<file path="src/ucfp_pkg.sv">
`timescale 1ns / 1ps
`default_nettype none
// ----------------------------------------------------------------------------
// ucfp_pkg
// Shared types, constants and helpers of the uart command frame parser.
// ----------------------------------------------------------------------------
package ucfp_pkg;

	localparam int FRAME_LEN    = 5;
	localparam int BUFFER_LIMIT = 9;
	localparam int CNT_W        = $clog2(BUFFER_LIMIT + 1);
	localparam int NUM_CMDS     = 18;

	localparam logic [7:0] START_MARK = 8'hAF;
	localparam logic [7:0] END_MARK   = 8'hDF;
	localparam logic [7:0] BROADCAST  = 8'hFF;

	localparam logic OP_BYTE = 1'b0;
	localparam logic OP_TICK = 1'b1;

	localparam int         REG_IDX_W    = 1;
	localparam int         CFG_DATA_W   = 16;
	localparam logic [0:0] REG_OWN_ADDR = 1'd0;
	localparam logic [0:0] REG_GAP      = 1'd1;

	localparam logic [7:0]  OWN_ADDR_RST = 8'hFF;
	localparam logic [15:0] GAP_RST      = 16'd10;

	typedef enum logic [2:0] {
		V_DISPATCHED = 3'd0,
		V_WRONG_LEN  = 3'd1,
		V_BAD_DELIM  = 3'd2,
		V_NOT_ADDR   = 3'd3,
		V_UNKNOWN    = 3'd4
	} verdict_t;

	typedef logic [FRAME_LEN-1:0][7:0] frame_buf_t;

	// snapshot of a closed frame window
	typedef struct packed {
		frame_buf_t       bytes;
		logic [CNT_W-1:0] count;
		logic             ovf;
	} frame_rec_t;

	typedef struct packed {
		logic       valid;
		frame_rec_t rec;
	} push_t;

	localparam logic [NUM_CMDS-1:0][7:0] KNOWN_CMDS = {
		8'hEC, 8'hEB, 8'hEA, 8'hE9, 8'hE8, 8'hE7, 8'hE6, 8'hE5,
		8'h0A, 8'h09, 8'h08, 8'h07, 8'h06, 8'h05, 8'h04, 8'h03, 8'h02, 8'h01
	};

	function automatic logic is_known(input logic [7:0] c);
		logic hit;
		hit = 1'b0;
		for (int i = 0; i < NUM_CMDS; i++) begin
			if (KNOWN_CMDS[i] == c)
				hit = 1'b1;
		end
		return hit;
	endfunction

	// byte at a frame position, zero if not received or beyond the frame
	function automatic logic [7:0] frame_at(input frame_buf_t b,
			input logic [CNT_W-1:0] cnt, input int pos);
		logic [7:0] v;
		v = 8'd0;
		for (int i = 0; i < FRAME_LEN; i++) begin
			if (i == pos && CNT_W'(i) < cnt)
				v = b[i];
		end
		return v;
	endfunction

endpackage
`default_nettype wire

</file>
<file path="src/ucfp_if.sv">
`timescale 1ns / 1ps
`default_nettype none
// ----------------------------------------------------------------------------
// ucfp channel interfaces
// Valid/ready channels for input items and verdict results.
// ----------------------------------------------------------------------------
interface ucfp_in_if;
	logic       valid;
	logic       ready;
	logic       opcode;
	logic [7:0] rx_byte;

	modport source (output valid, output opcode, output rx_byte, input ready);
	modport sink   (input valid, input opcode, input rx_byte, output ready);
endinterface

interface ucfp_out_if;
	logic       valid;
	logic       ready;
	logic [2:0] verdict;
	logic [7:0] command_code;
	logic [7:0] argument;
	logic [7:0] target_address;
	logic       overflowed;

	modport source (output valid, output verdict, output command_code, output argument,
		output target_address, output overflowed, input ready);
	modport sink   (input valid, input verdict, input command_code, input argument,
		input target_address, input overflowed, output ready);
endinterface
`default_nettype wire

</file>
<file path="src/ucfp_front.sv">
`timescale 1ns / 1ps
`default_nettype none
// ----------------------------------------------------------------------------
// ucfp_front
// Takes byte and tick beats, fills the frame buffer, times the window and
// pushes a frame snapshot into the queue when the window closes.
// ----------------------------------------------------------------------------
module ucfp_front (
	input  wire                     clk,
	input  wire                     arst_n,
	input  wire                     in_valid,
	output logic                    in_ready,
	input  wire                     opcode,
	input  wire  [7:0]              rx_byte,
	input  wire  [15:0]             gap_ticks,
	input  wire                     q_full,
	output ucfp_pkg::push_t         push
);

	localparam int CW = ucfp_pkg::CNT_W;

	ucfp_pkg::frame_buf_t fb_q;
	logic [CW-1:0]        count_q;
	logic [15:0]          ticks_q;
	logic                 ovf_q;

	logic        take;
	logic [15:0] limit;
	logic [16:0] ticks_inc;
	logic        closing;

	assign in_ready  = !q_full;
	assign take      = in_valid && in_ready;
	assign limit     = (gap_ticks == 16'd0) ? 16'd1 : gap_ticks;
	assign ticks_inc = {1'b0, ticks_q} + 17'd1;
	assign closing   = take && (opcode == ucfp_pkg::OP_TICK) && (count_q != '0)
		&& (ticks_inc >= {1'b0, limit});

	assign push.valid     = closing;
	assign push.rec.bytes = fb_q;
	assign push.rec.count = count_q;
	assign push.rec.ovf   = ovf_q;

	always_ff @(posedge clk or negedge arst_n) begin
		if (!arst_n) begin
			count_q <= '0;
			ticks_q <= '0;
			ovf_q   <= 1'b0;
		end else if (take) begin
			if (opcode == ucfp_pkg::OP_BYTE) begin
				if (count_q < CW'(ucfp_pkg::BUFFER_LIMIT)) begin
					if (count_q == '0)
						ticks_q <= '0;
					count_q <= count_q + CW'(1);
				end else begin
					ovf_q <= 1'b1;
				end
			end else if (count_q != '0) begin
				if (closing) begin
					count_q <= '0;
					ticks_q <= '0;
					ovf_q   <= 1'b0;
				end else begin
					ticks_q <= ticks_inc[15:0];
				end
			end
		end
	end

	// frame buffer, no reset: positions past the count are masked downstream
	always_ff @(posedge clk) begin
		if (take && opcode == ucfp_pkg::OP_BYTE) begin
			for (int i = 0; i < ucfp_pkg::FRAME_LEN; i++) begin
				if (count_q == CW'(i))
					fb_q[i] <= rx_byte;
			end
		end
	end

endmodule
`default_nettype wire

</file>
<file path="src/ucfp_queue.sv">
`timescale 1ns / 1ps
`default_nettype none
// ----------------------------------------------------------------------------
// ucfp_queue
// Two-entry queue of closed frame snapshots between front and back.
// ----------------------------------------------------------------------------
module ucfp_queue (
	input  wire                      clk,
	input  wire                      arst_n,
	input  wire ucfp_pkg::push_t     push,
	output logic                     full,
	output logic                     pop_valid,
	input  wire                      pop_ready,
	output ucfp_pkg::frame_rec_t     pop_rec
);

	ucfp_pkg::frame_rec_t mem_q [2];
	logic                 wr_ptr_q;
	logic                 rd_ptr_q;
	logic [1:0]           fill_q;

	logic do_push;
	logic do_pop;

	assign full      = (fill_q == 2'd2);
	assign pop_valid = (fill_q != 2'd0);
	assign pop_rec   = mem_q[rd_ptr_q];
	assign do_push   = push.valid && !full;
	assign do_pop    = pop_valid && pop_ready;

	always_ff @(posedge clk or negedge arst_n) begin
		if (!arst_n) begin
			wr_ptr_q <= 1'b0;
			rd_ptr_q <= 1'b0;
			fill_q   <= 2'd0;
		end else begin
			if (do_push)
				wr_ptr_q <= !wr_ptr_q;
			if (do_pop)
				rd_ptr_q <= !rd_ptr_q;
			if (do_push && !do_pop)
				fill_q <= fill_q + 2'd1;
			else if (do_pop && !do_push)
				fill_q <= fill_q - 2'd1;
		end
	end

	always_ff @(posedge clk) begin
		if (do_push)
			mem_q[wr_ptr_q] <= push.rec;
	end

endmodule
`default_nettype wire

</file>
<file path="src/ucfp_back.sv">
`timescale 1ns / 1ps
`default_nettype none
// ----------------------------------------------------------------------------
// ucfp_back
// Judges a closed frame and holds the verdict in the output register.
// ----------------------------------------------------------------------------
module ucfp_back (
	input  wire                   clk,
	input  wire                   arst_n,
	input  wire                   rec_valid,
	output logic                  rec_ready,
	input  wire ucfp_pkg::frame_rec_t rec,
	input  wire  [7:0]            own_address,
	ucfp_out_if.source            out_ch
);

	logic       valid_q;
	logic [2:0] verdict_q;
	logic [7:0] cmd_q;
	logic [7:0] arg_q;
	logic [7:0] addr_q;
	logic       ovf_q;

	logic [7:0]         addr;
	logic [7:0]         cmd;
	logic [7:0]         arg;
	logic [7:0]         first_b;
	logic [7:0]         last_b;
	ucfp_pkg::verdict_t v;

	assign addr    = ucfp_pkg::frame_at(rec.bytes, rec.count, 1);
	assign cmd     = ucfp_pkg::frame_at(rec.bytes, rec.count, 2);
	assign arg     = ucfp_pkg::frame_at(rec.bytes, rec.count, 3);
	assign first_b = ucfp_pkg::frame_at(rec.bytes, rec.count, 0);
	assign last_b  = ucfp_pkg::frame_at(rec.bytes, rec.count, ucfp_pkg::FRAME_LEN - 1);

	always_comb begin
		if (rec.count != ucfp_pkg::CNT_W'(ucfp_pkg::FRAME_LEN))
			v = ucfp_pkg::V_WRONG_LEN;
		else if (first_b != ucfp_pkg::START_MARK || last_b != ucfp_pkg::END_MARK)
			v = ucfp_pkg::V_BAD_DELIM;
		else if (addr != ucfp_pkg::BROADCAST && addr != own_address)
			v = ucfp_pkg::V_NOT_ADDR;
		else if (!ucfp_pkg::is_known(cmd))
			v = ucfp_pkg::V_UNKNOWN;
		else
			v = ucfp_pkg::V_DISPATCHED;
	end

	assign rec_ready = !valid_q || out_ch.ready;

	always_ff @(posedge clk or negedge arst_n) begin
		if (!arst_n) begin
			valid_q <= 1'b0;
		end else if (rec_ready) begin
			valid_q <= rec_valid;
		end
	end

	always_ff @(posedge clk) begin
		if (rec_ready && rec_valid) begin
			verdict_q <= v;
			cmd_q     <= cmd;
			arg_q     <= arg;
			addr_q    <= addr;
			ovf_q     <= rec.ovf;
		end
	end

	assign out_ch.valid          = valid_q;
	assign out_ch.verdict        = verdict_q;
	assign out_ch.command_code   = cmd_q;
	assign out_ch.argument       = arg_q;
	assign out_ch.target_address = addr_q;
	assign out_ch.overflowed     = ovf_q;

endmodule
`default_nettype wire

</file>
<file path="src/uart_command_frame_parser_unit.sv">
`timescale 1ns / 1ps
`default_nettype none
// ----------------------------------------------------------------------------
// uart_command_frame_parser_unit
// Collects received bytes into frames, closes each frame after a tick gap
// and reports one verdict per frame.
// ----------------------------------------------------------------------------
//  channel  | dir | payload                                            | beat
//  in_ch    | in  | opcode, rx_byte                                    | byte or tick
//  out_ch   | out | verdict, command_code, argument, target_address,   | one per frame
//           |     | overflowed                                         |
//  cfg      | in  | wr_en, wr_index, wr_data                           | register write
//
//  one input beat per cycle while the frame queue is not full; a verdict
//  for the closing tick passes the queue, then the output register
//  in_ch.ready drops only while the two-entry frame queue is full
//  out_ch stalls fill the queue first, then hold off every input beat
//  arst_n clears counters, queue and output valid; own_address resets to 0xFF
//  and gap_ticks to 10
// ----------------------------------------------------------------------------
module uart_command_frame_parser_unit (
	input  wire                                   clk,
	input  wire                                   arst_n,
	ucfp_in_if.sink                               in_ch,
	ucfp_out_if.source                            out_ch,
	input  wire                                   wr_en,
	input  wire  [ucfp_pkg::REG_IDX_W-1:0]        wr_index,
	input  wire  [ucfp_pkg::CFG_DATA_W-1:0]       wr_data
);

	logic [7:0]  own_addr_q;
	logic [15:0] gap_q;

	ucfp_pkg::push_t      push;
	logic                 q_full;
	logic                 q_valid;
	logic                 q_ready;
	ucfp_pkg::frame_rec_t q_rec;

	always_ff @(posedge clk or negedge arst_n) begin
		if (!arst_n) begin
			own_addr_q <= ucfp_pkg::OWN_ADDR_RST;
			gap_q      <= ucfp_pkg::GAP_RST;
		end else if (wr_en) begin
			case (wr_index)
				ucfp_pkg::REG_OWN_ADDR: own_addr_q <= wr_data[7:0];
				ucfp_pkg::REG_GAP:      gap_q      <= wr_data[15:0];
				default: ;
			endcase
		end
	end

	ucfp_front u_front (
		.clk       (clk),
		.arst_n    (arst_n),
		.in_valid  (in_ch.valid),
		.in_ready  (in_ch.ready),
		.opcode    (in_ch.opcode),
		.rx_byte   (in_ch.rx_byte),
		.gap_ticks (gap_q),
		.q_full    (q_full),
		.push      (push)
	);

	ucfp_queue u_queue (
		.clk       (clk),
		.arst_n    (arst_n),
		.push      (push),
		.full      (q_full),
		.pop_valid (q_valid),
		.pop_ready (q_ready),
		.pop_rec   (q_rec)
	);

	ucfp_back u_back (
		.clk         (clk),
		.arst_n      (arst_n),
		.rec_valid   (q_valid),
		.rec_ready   (q_ready),
		.rec         (q_rec),
		.own_address (own_addr_q),
		.out_ch      (out_ch)
	);

endmodule
`default_nettype wire
</file>
<file path="src/flat_wrapper.sv">
// flat-port wrapper written by rule: the top's interface ports become plain ports
module uart_command_frame_parser_unit_flat 
  (clk, arst_n, wr_en, wr_index, wr_data, in_ch_valid, in_ch_opcode, in_ch_rx_byte, in_ch_ready, out_ch_valid, out_ch_verdict, out_ch_command_code, out_ch_argument, out_ch_target_address, out_ch_overflowed, out_ch_ready);
  ucfp_in_if in_ch_i ();
  ucfp_out_if out_ch_i ();
  input  wire clk;
  input  wire arst_n;
  input  wire wr_en;
  input  wire  [ucfp_pkg::REG_IDX_W-1:0] wr_index;
  input  wire  [ucfp_pkg::CFG_DATA_W-1:0] wr_data;
  input wire logic [$bits(in_ch_i.valid)-1:0] in_ch_valid;
  input wire logic [$bits(in_ch_i.opcode)-1:0] in_ch_opcode;
  input wire logic [$bits(in_ch_i.rx_byte)-1:0] in_ch_rx_byte;
  output wire logic [$bits(in_ch_i.ready)-1:0] in_ch_ready;
  output wire logic [$bits(out_ch_i.valid)-1:0] out_ch_valid;
  output wire logic [$bits(out_ch_i.verdict)-1:0] out_ch_verdict;
  output wire logic [$bits(out_ch_i.command_code)-1:0] out_ch_command_code;
  output wire logic [$bits(out_ch_i.argument)-1:0] out_ch_argument;
  output wire logic [$bits(out_ch_i.target_address)-1:0] out_ch_target_address;
  output wire logic [$bits(out_ch_i.overflowed)-1:0] out_ch_overflowed;
  input wire logic [$bits(out_ch_i.ready)-1:0] out_ch_ready;
  assign in_ch_i.valid = in_ch_valid;
  assign in_ch_i.opcode = in_ch_opcode;
  assign in_ch_i.rx_byte = in_ch_rx_byte;
  assign in_ch_ready = in_ch_i.ready;
  assign out_ch_valid = out_ch_i.valid;
  assign out_ch_verdict = out_ch_i.verdict;
  assign out_ch_command_code = out_ch_i.command_code;
  assign out_ch_argument = out_ch_i.argument;
  assign out_ch_target_address = out_ch_i.target_address;
  assign out_ch_overflowed = out_ch_i.overflowed;
  assign out_ch_i.ready = out_ch_ready;
  uart_command_frame_parser_unit u_core (.clk(clk), .arst_n(arst_n), .in_ch(in_ch_i), .out_ch(out_ch_i), .wr_en(wr_en), .wr_index(wr_index), .wr_data(wr_data));
endmodule
</file>
<file path="config.mk">
export PLATFORM = sky130hd
export DESIGN_NAME = uart_command_frame_parser_unit_flat
export DESIGN_NICKNAME = d
export VERILOG_FILES = /design/src/ucfp_pkg.sv /design/src/ucfp_if.sv /design/src/ucfp_front.sv /design/src/ucfp_queue.sv /design/src/ucfp_back.sv /design/src/uart_command_frame_parser_unit.sv /design/src/flat_wrapper.sv
export SDC_FILE = /design/constraint.sdc
export NUM_CORES = 1
export LEC_CHECK = 0
export BUFFER_PORTS_ARGS = -buffer_cell sky130_fd_sc_hd__buf_2
export CAP_MARGIN = 20
export CORE_UTILIZATION = 64
export CTS_CLUSTER_DIAMETER = 120
export DETAILED_ROUTE_END_ITERATION = 10
export PLACE_DENSITY = 0.84
export SLEW_MARGIN = 20
export SYNTH_ARGS = -nofsm -noshare
export SYNTH_HDL_FRONTEND = slang
export SYNTH_SLANG_ARGS = --single-unit
export TNS_END_PERCENT = 1
</file>
<file path="constraint.sdc">
create_clock -name clk -period 13.2 [get_ports clk]
set_clock_uncertainty 0.15 [all_clocks]
set_input_delay 2.64 -clock clk [delete_from_list [all_inputs] [get_ports clk]]
set_output_delay 2.64 -clock clk [all_outputs]
set_load 0.02 [all_outputs]
</file>
# Yosys cells after proc, flatten, opt, wreduce, memory -nomap -nowiden
# Memories as Yosys holds them, arrays and structs flattened.
# Index checks and enable logic that the tools add are counted.
word_totals:
  regBits: 118
  ram_bits: 90
  word_cells: 147
  output_inout_bits: 30
  n_memories: 1
  in_bits: 31
op_classes:
  muxes: 46
  n_reduce_logical: 36
  add_sub_neg: 4
  eq_ne: 31
  bitwise: 2
  order_cmp: 7
memory_table:
  columns: ["memory", "depth", "word_bits", "rd", "rd_clocked_by_memory_dff", "wr", "line_no", "text"]
  rows:
  - ["u_core.u_queue.mem_q", 2, 45, 1, 0, 1, "ucfp_queue.sv:17", "ucfp_pkg::frame_rec_t mem_q [2];"]
ops:
  columns: ["operator", "count"]
  rows:
  - ["$mux 16", 6]
  - ["$eq 8x8->1 const A", 8]
  - ["$eq 3x8->1 const A", 4]
  - ["$mux 8", 4]
  - ["$mux 1", 27]
  - ["$eq 4x8->1 const A", 3]
  - ["$ne 8x8->1 const B", 3]
  - ["$add 16x1->17 const B", 1]
  - ["$ge 17x16->1", 1]
  - ["$eq 2x8->1 const A", 2]
  - ["$logic_not 16->1", 1]
  - ["$mux 4", 4]
  - ["$reduce_and 2->1", 7]
  - ["$reduce_and 4->1", 3]
  - ["$logic_and 1x1->1", 10]
  - ["$eq 1x8->1 const A", 1]
  - ["$eq 4x2->1 const B", 2]
  - ["$lt 1x4->1 const A", 2]
  - ["$lt 2x4->1 const A", 2]
  - ["$mux 2", 4]
  - ["$ne 8x8->1", 1]
  - ["$reduce_bool 2->1", 4]
  - ["$logic_not 1->1", 6]
  - ["$add 4x1->4 const B", 1]
  - ["16 further kinds", 19]

# Depth between registers and ports, before layout
# An unclocked memory read counts as a cell.
depth:
  ltp_word: 28
  mapped_depth: 16
  depth_no_buf: 16

# By module
# Synthesis repeated with hierarchy kept, for this count alone.
unflattened:
  hier_cells: 599
  area_unflattened_um2: 9011.1
by_module_without_submodules:
  columns: ["module", "area_each_um2", "cells_per_inst", "seq_area_each_um2", "instances"]
  rows:
  - ["ucfp_queue", 3647.2, 159, 2802.7, 1]
  - ["ucfp_front", 3057.9, 275, 1726.7, 1]
  - ["ucfp_back", 1395.1, 113, 865.8, 1]
  - ["uart_command_frame_parser_unit", 910.9, 52, 613.1, 1]

# Worst setup path after synthesis
# Ideal clock, no wire load.
synth_timing:
  path_type: "input to register"
  from: "in in_ch_valid"
  to: "mem u_core.u_queue.mem_q[0][0] in the netlist's numbering (enable)"
  path_stages: 5
  required_time_ps: 12602
  path_slack_ps: 7237
  n_path_buf: 0
  setup_time_ps: 448
  arrival_ps: 5366
  cell_sequence: "and2_4 -> nand3_2 -> nor4_2 -> o21ai_1 -> nor2_1"
synth_via:
  elab_chain_len: 7
synth_lines:
  columns: ["item", "line_no", "text"]
  rows:
  - ["start: declaration", "flat_wrapper.sv:11", "input wire logic [$bits(in_ch_i.valid)-1:0] in_ch_valid;"]
  - ["$logic_and 1x1->1", "ucfp_front.sv:33", "assign take = in_valid && in_ready;"]
  - ["$logic_and 1x1->1 (2 in series)", "ucfp_front.sv:36", "assign closing = take && (opcode == ucfp_pkg::OP_TICK) && (count_q != '0)"]
  - ["$logic_and 1x1->1", "ucfp_front.sv:37", "&& (ticks_inc >= {1'b0, limit});"]
  - ["$logic_and 1x1->1", "ucfp_queue.sv:28", "assign do_push = push.valid && !full;"]
  - ["$mux 1", "ucfp_queue.sv:49", "if (do_push)"]
  - ["$mux 1 (not written as such)", "ucfp_queue.sv:50", "mem_q[wr_ptr_q] <= push.rec;"]
  - ["end: declaration", "ucfp_queue.sv:17", null]
# No other way between the ends.

# Final worst setup path
layout_timing:
  from: "in in_ch_valid"
  to: "mem u_core.u_queue.mem_q[1][39] in the netlist's numbering (enable)"
# The elaborated chain is that of the path after synthesis.

==> metrics.md <==
| Metric | Value |
|---|---|
| All-Layer GR Usage | `0.247` |
| Post-layout util | `0.762` |
| CTS Sinks | `208` |
| ANT cells | `0` |
| Synth async-reset ratio | `0.240` |
| Worst r2r src | `u_core.u_front.ticks_q[2]` |
| Final Cycle Share | `0.357` |
| # H-tree levels | `1` |
| CTS Hold Buffers Added | `0` |
| Slew Limit Fails | `0` |
| Cell count after synthesis | `564` |
| Reg clk slew, reported paths | `0.06 ns` |
| Netlist cell types | `62` |
| Wire per inst | `20.2 microns` |
| Ys Warns | `0` |
| Height of the chip | `118 microns` |
| First DRT Iteration DRCs | `489` |
| Syn Area/Cell | `15.2 sq um` |
| Bufs on Longest Clock Path | `3` |
| Top_reg_cell synth | `edfxtp_1` |
| IO Count | `61` |
| CTS tree | `built` |
| CTS Root Cell | `clkbuf_16` |
| Setup slack, reg-to-reg | `8.65 ns` |
| P&R area growth vs syn | `13.8%` |
| Core ar. | `0.0128 sq mm` |
| Design area | `0.00977 sq mm` |
| Worst path required time | `13.23 ns` |
| Relative slew slack | `0.327` |
| Setup crit start kind | `primary input` |
| Pwr/cell area | `174 mW/mm^2` |
| Placed Instance Area | `0.00911 sq mm` |
| Initial antenna violation count | `1` |
| Final WS setup | `8.49 ns` |
| Worst Hold Launch | `u_core.u_front.push[6]` |
| Share of layout cells above drive strength 1 | `0.239` |
| Gr ovfl total | `0` |
| Initial Util | `0.669` |
| Register area share after synthesis | `0.700` |
| Tmin final | `4.71 ns` |
| Setup-failing EPs final | `0` |
| Non-filler cells, final | `826` |
| Die area | `0.0139 sq mm` |
| Flops & latches, synth | `208` |
| Total Nets Final | `695` |
| Post-route ant nets | `0` |
| Port Buffer Count | `60` |
| Pwr Total | `1.70 mW` |
| Run status | `completed` |
| Postcts setup bufs | `0` |
| Later-pin clock latency in the skew report | `0.49 ns` |
| EDFF count, synth | `158` |
| TritonRoute pass-1 iters | `5` |
| Hold EP | `u_core.u_queue.mem_q[1][6]` |
| Cell area after synthesis | `0.00859 sq mm` |
| Crit. End Element | `flop` |
| # rows | `41` |
| First-pass GRT wire length | `26500 microns` |
| Total CTS buffers | `20` |
| Max-cap viol count | `0` |
| Routability Congestion | `0.822` |
| Vias in the first global route | `5127` |
| Via density | `6.12` |
| Die extent in x | `118 microns` |
| Hold depth | `0` |
| Fmax achieved | `0.212 GHz` |
| RSZ-0062 raised after global routing | `false` |
| Pre-CTS setup slack | `7.49 ns` |
| Mapped Nets | `619` |
| R2R depth | `13` |
| Worst R2R End | `u_core.u_queue.mem_q[1][39]` |
| Final Hold Vio Count | `0` |
| Kind of critical path | `primary input to flop` |
| DPL Wire Length | `10900 microns` |
| Crit Path Max Fanout | `26` |
| IR drop worst, VDD | `0.0934 mV` |
| Arrival time worst endpoint | `4.74 ns` |
| Layout fillers | `700` |
| WHS | `0.299 ns` |
| Via count | `5055` |
| Worst min-delay path category | `flop to flop` |
| Tightest Pin Transition | `1.01 ns` |
| Leak pwr | `3.69 nW` |
| PostCTS Resize Cnt | `0` |
| Residual DRC | `0` |
| Placed cell count | `788` |
| Final WL | `16700 microns` |
| Largest net degree at the start of global routing | `51` |
| Setup TNS | `0 ns` |
## layout make-up
| class | instances | area (sq um) | area share |
|---|---|---|---|
| inverter | 21 | 78.8 | 0.00807 |
| clock buffer | 29 | 586 | 0.0599 |
| sequential | 208 | 6010 | 0.615 |
| tap | 172 | 215 | 0.0220 |
| clock inverter | 7 | 35.0 | 0.00359 |
| multi-input combinational | 322 | 2440 | 0.250 |
| timing repair buffer | 67 | 405 | 0.0415 |
## worst max path at each step
| stage | depth (start not counted) | startpoint | slack (ns) | endpoint |
|---|---|---|---|---|
| floorplan | 5 | in_ch_valid | 7.24 | u_core.u_queue.mem_q[0][0] |
| global placement | 6 | in_ch_valid | 7.33 | u_core.u_queue.mem_q[1][33] |
| detailed placement | 7 | in_ch_valid | 7.49 | u_core.u_queue.mem_q[1][32] |
| CTS | 7 | in_ch_valid | 7.98 | u_core.u_queue.mem_q[1][5] |
| global route | 13 | u_core.u_front.ticks_q[2] | 8.32 | u_core.u_queue.mem_q[1][3] |
| finish | 7 | in_ch_valid | 8.49 | u_core.u_queue.mem_q[1][39] |
## Yosys cell counts (5+ instances only)
cell type,count,area [sq um]
o21ai_0,8,40.0
nor4_1,8,50.1
mux2_2,26,293
o22ai_1,5,31.3
nand2_1,35,131
ha_1,24,300
a31o_2,7,61.3
dfrtp_1,40,1000
edfxtp_1,158,4740
dfstp_2,10,263
nand4b_1,6,52.6
xnor2_1,18,158
clkbuf_1,5,18.8
nor2_1,35,131
xor2_1,10,87.6
o31ai_1,11,82.6
nand4_1,10,62.6
inv_1,21,78.8
and2_1,7,43.8
mux2i_1,20,200
nor3_1,7,35.0
nand2b_1,7,43.8
nand3_1,10,50.1
a21oi_1,9,45.0
## flip-flops by register name, indices dropped and copies added (netlist names)
| register | cells |
|---|---|
| u_core.gap_q | 16 |
| u_core.own_addr_q | 8 |
| u_core.u_back.out_ch.argument | 8 |
| u_core.u_back.out_ch.command_code | 8 |
| u_core.u_back.out_ch.overflowed | 1 |
| u_core.u_back.out_ch.target_address | 8 |
| u_core.u_back.out_ch.valid | 1 |
| u_core.u_back.out_ch.verdict | 3 |
| u_core.u_front.count_q | 4 |
| u_core.u_front.ovf_q | 1 |
| u_core.u_front.push | 40 |
| u_core.u_front.ticks_q | 16 |
| u_core.u_queue.fill_q | 2 |
| u_core.u_queue.mem_q | 90 |
| u_core.u_queue.rd_ptr_q | 1 |
| u_core.u_queue.wr_ptr_q | 1 |
## critical path: stages
cell     delay [ns]
buf_2          0.08
and2_4         0.17
nand3_2        0.11
nor4_2         0.53
o21ai_1        0.35
nor2_4         0.58
buf_16         0.26
## metal layers
metal	vias up	global-route usage	routed length [microns]
met5	-	0	36
met4	2	0.0881	440
met3	41	0.0422	896
met2	201	0.414	8440
met1	2516	0.329	6890
li1	2295	-	-
## cells in the final DEF (no fill, tap or decap), drive strengths merged, types with 5 or more instances in the layout
| cell type | Yosys | routed |
|---|---|---|
| nor3 | 8 | 8 |
| dfrtp | 40 | 40 |
| o31ai | 11 | 11 |
| edfxtp | 158 | 158 |
| and2 | 8 | 8 |
| nand3 | 11 | 11 |
| nor4 | 9 | 9 |
| clkbuf | 5 | 29 |
| o21ai | 9 | 9 |
| dfstp | 10 | 10 |
| mux2i | 20 | 20 |
| mux2 | 26 | 26 |
| nand2 | 35 | 35 |
| xnor2 | 18 | 18 |
| nand4b | 6 | 6 |
| buf | 8 | 67 |
| inv | 21 | 20 |
| nand4 | 10 | 10 |
| xor2 | 10 | 10 |
| nand2b | 7 | 7 |
| clkinv | 0 | 7 |
| o22ai | 5 | 5 |
| nor2 | 37 | 37 |
| ha | 24 | 24 |
| a31o | 7 | 7 |
| nor4b | 5 | 5 |
| a21oi | 9 | 9 |
## cell families after synthesis
group | Yosys count | synth area share
compound gates | 69 | 0.0615
simple gates | 155 | 0.0992
buf+inv | 34 | 0.0185
mux | 46 | 0.0574
fa+ha+maj | 24 | 0.0350
xor+xnor | 28 | 0.0286
flops | 208 | 0.700
## power by group
part / internal [mW] / switching [mW]
combinational: 0.127 / 0.181
clock: 0.308 / 0.227
sequential: 0.784 / 0.0696
No activity file was read; power rests on OpenSTA's default activity.
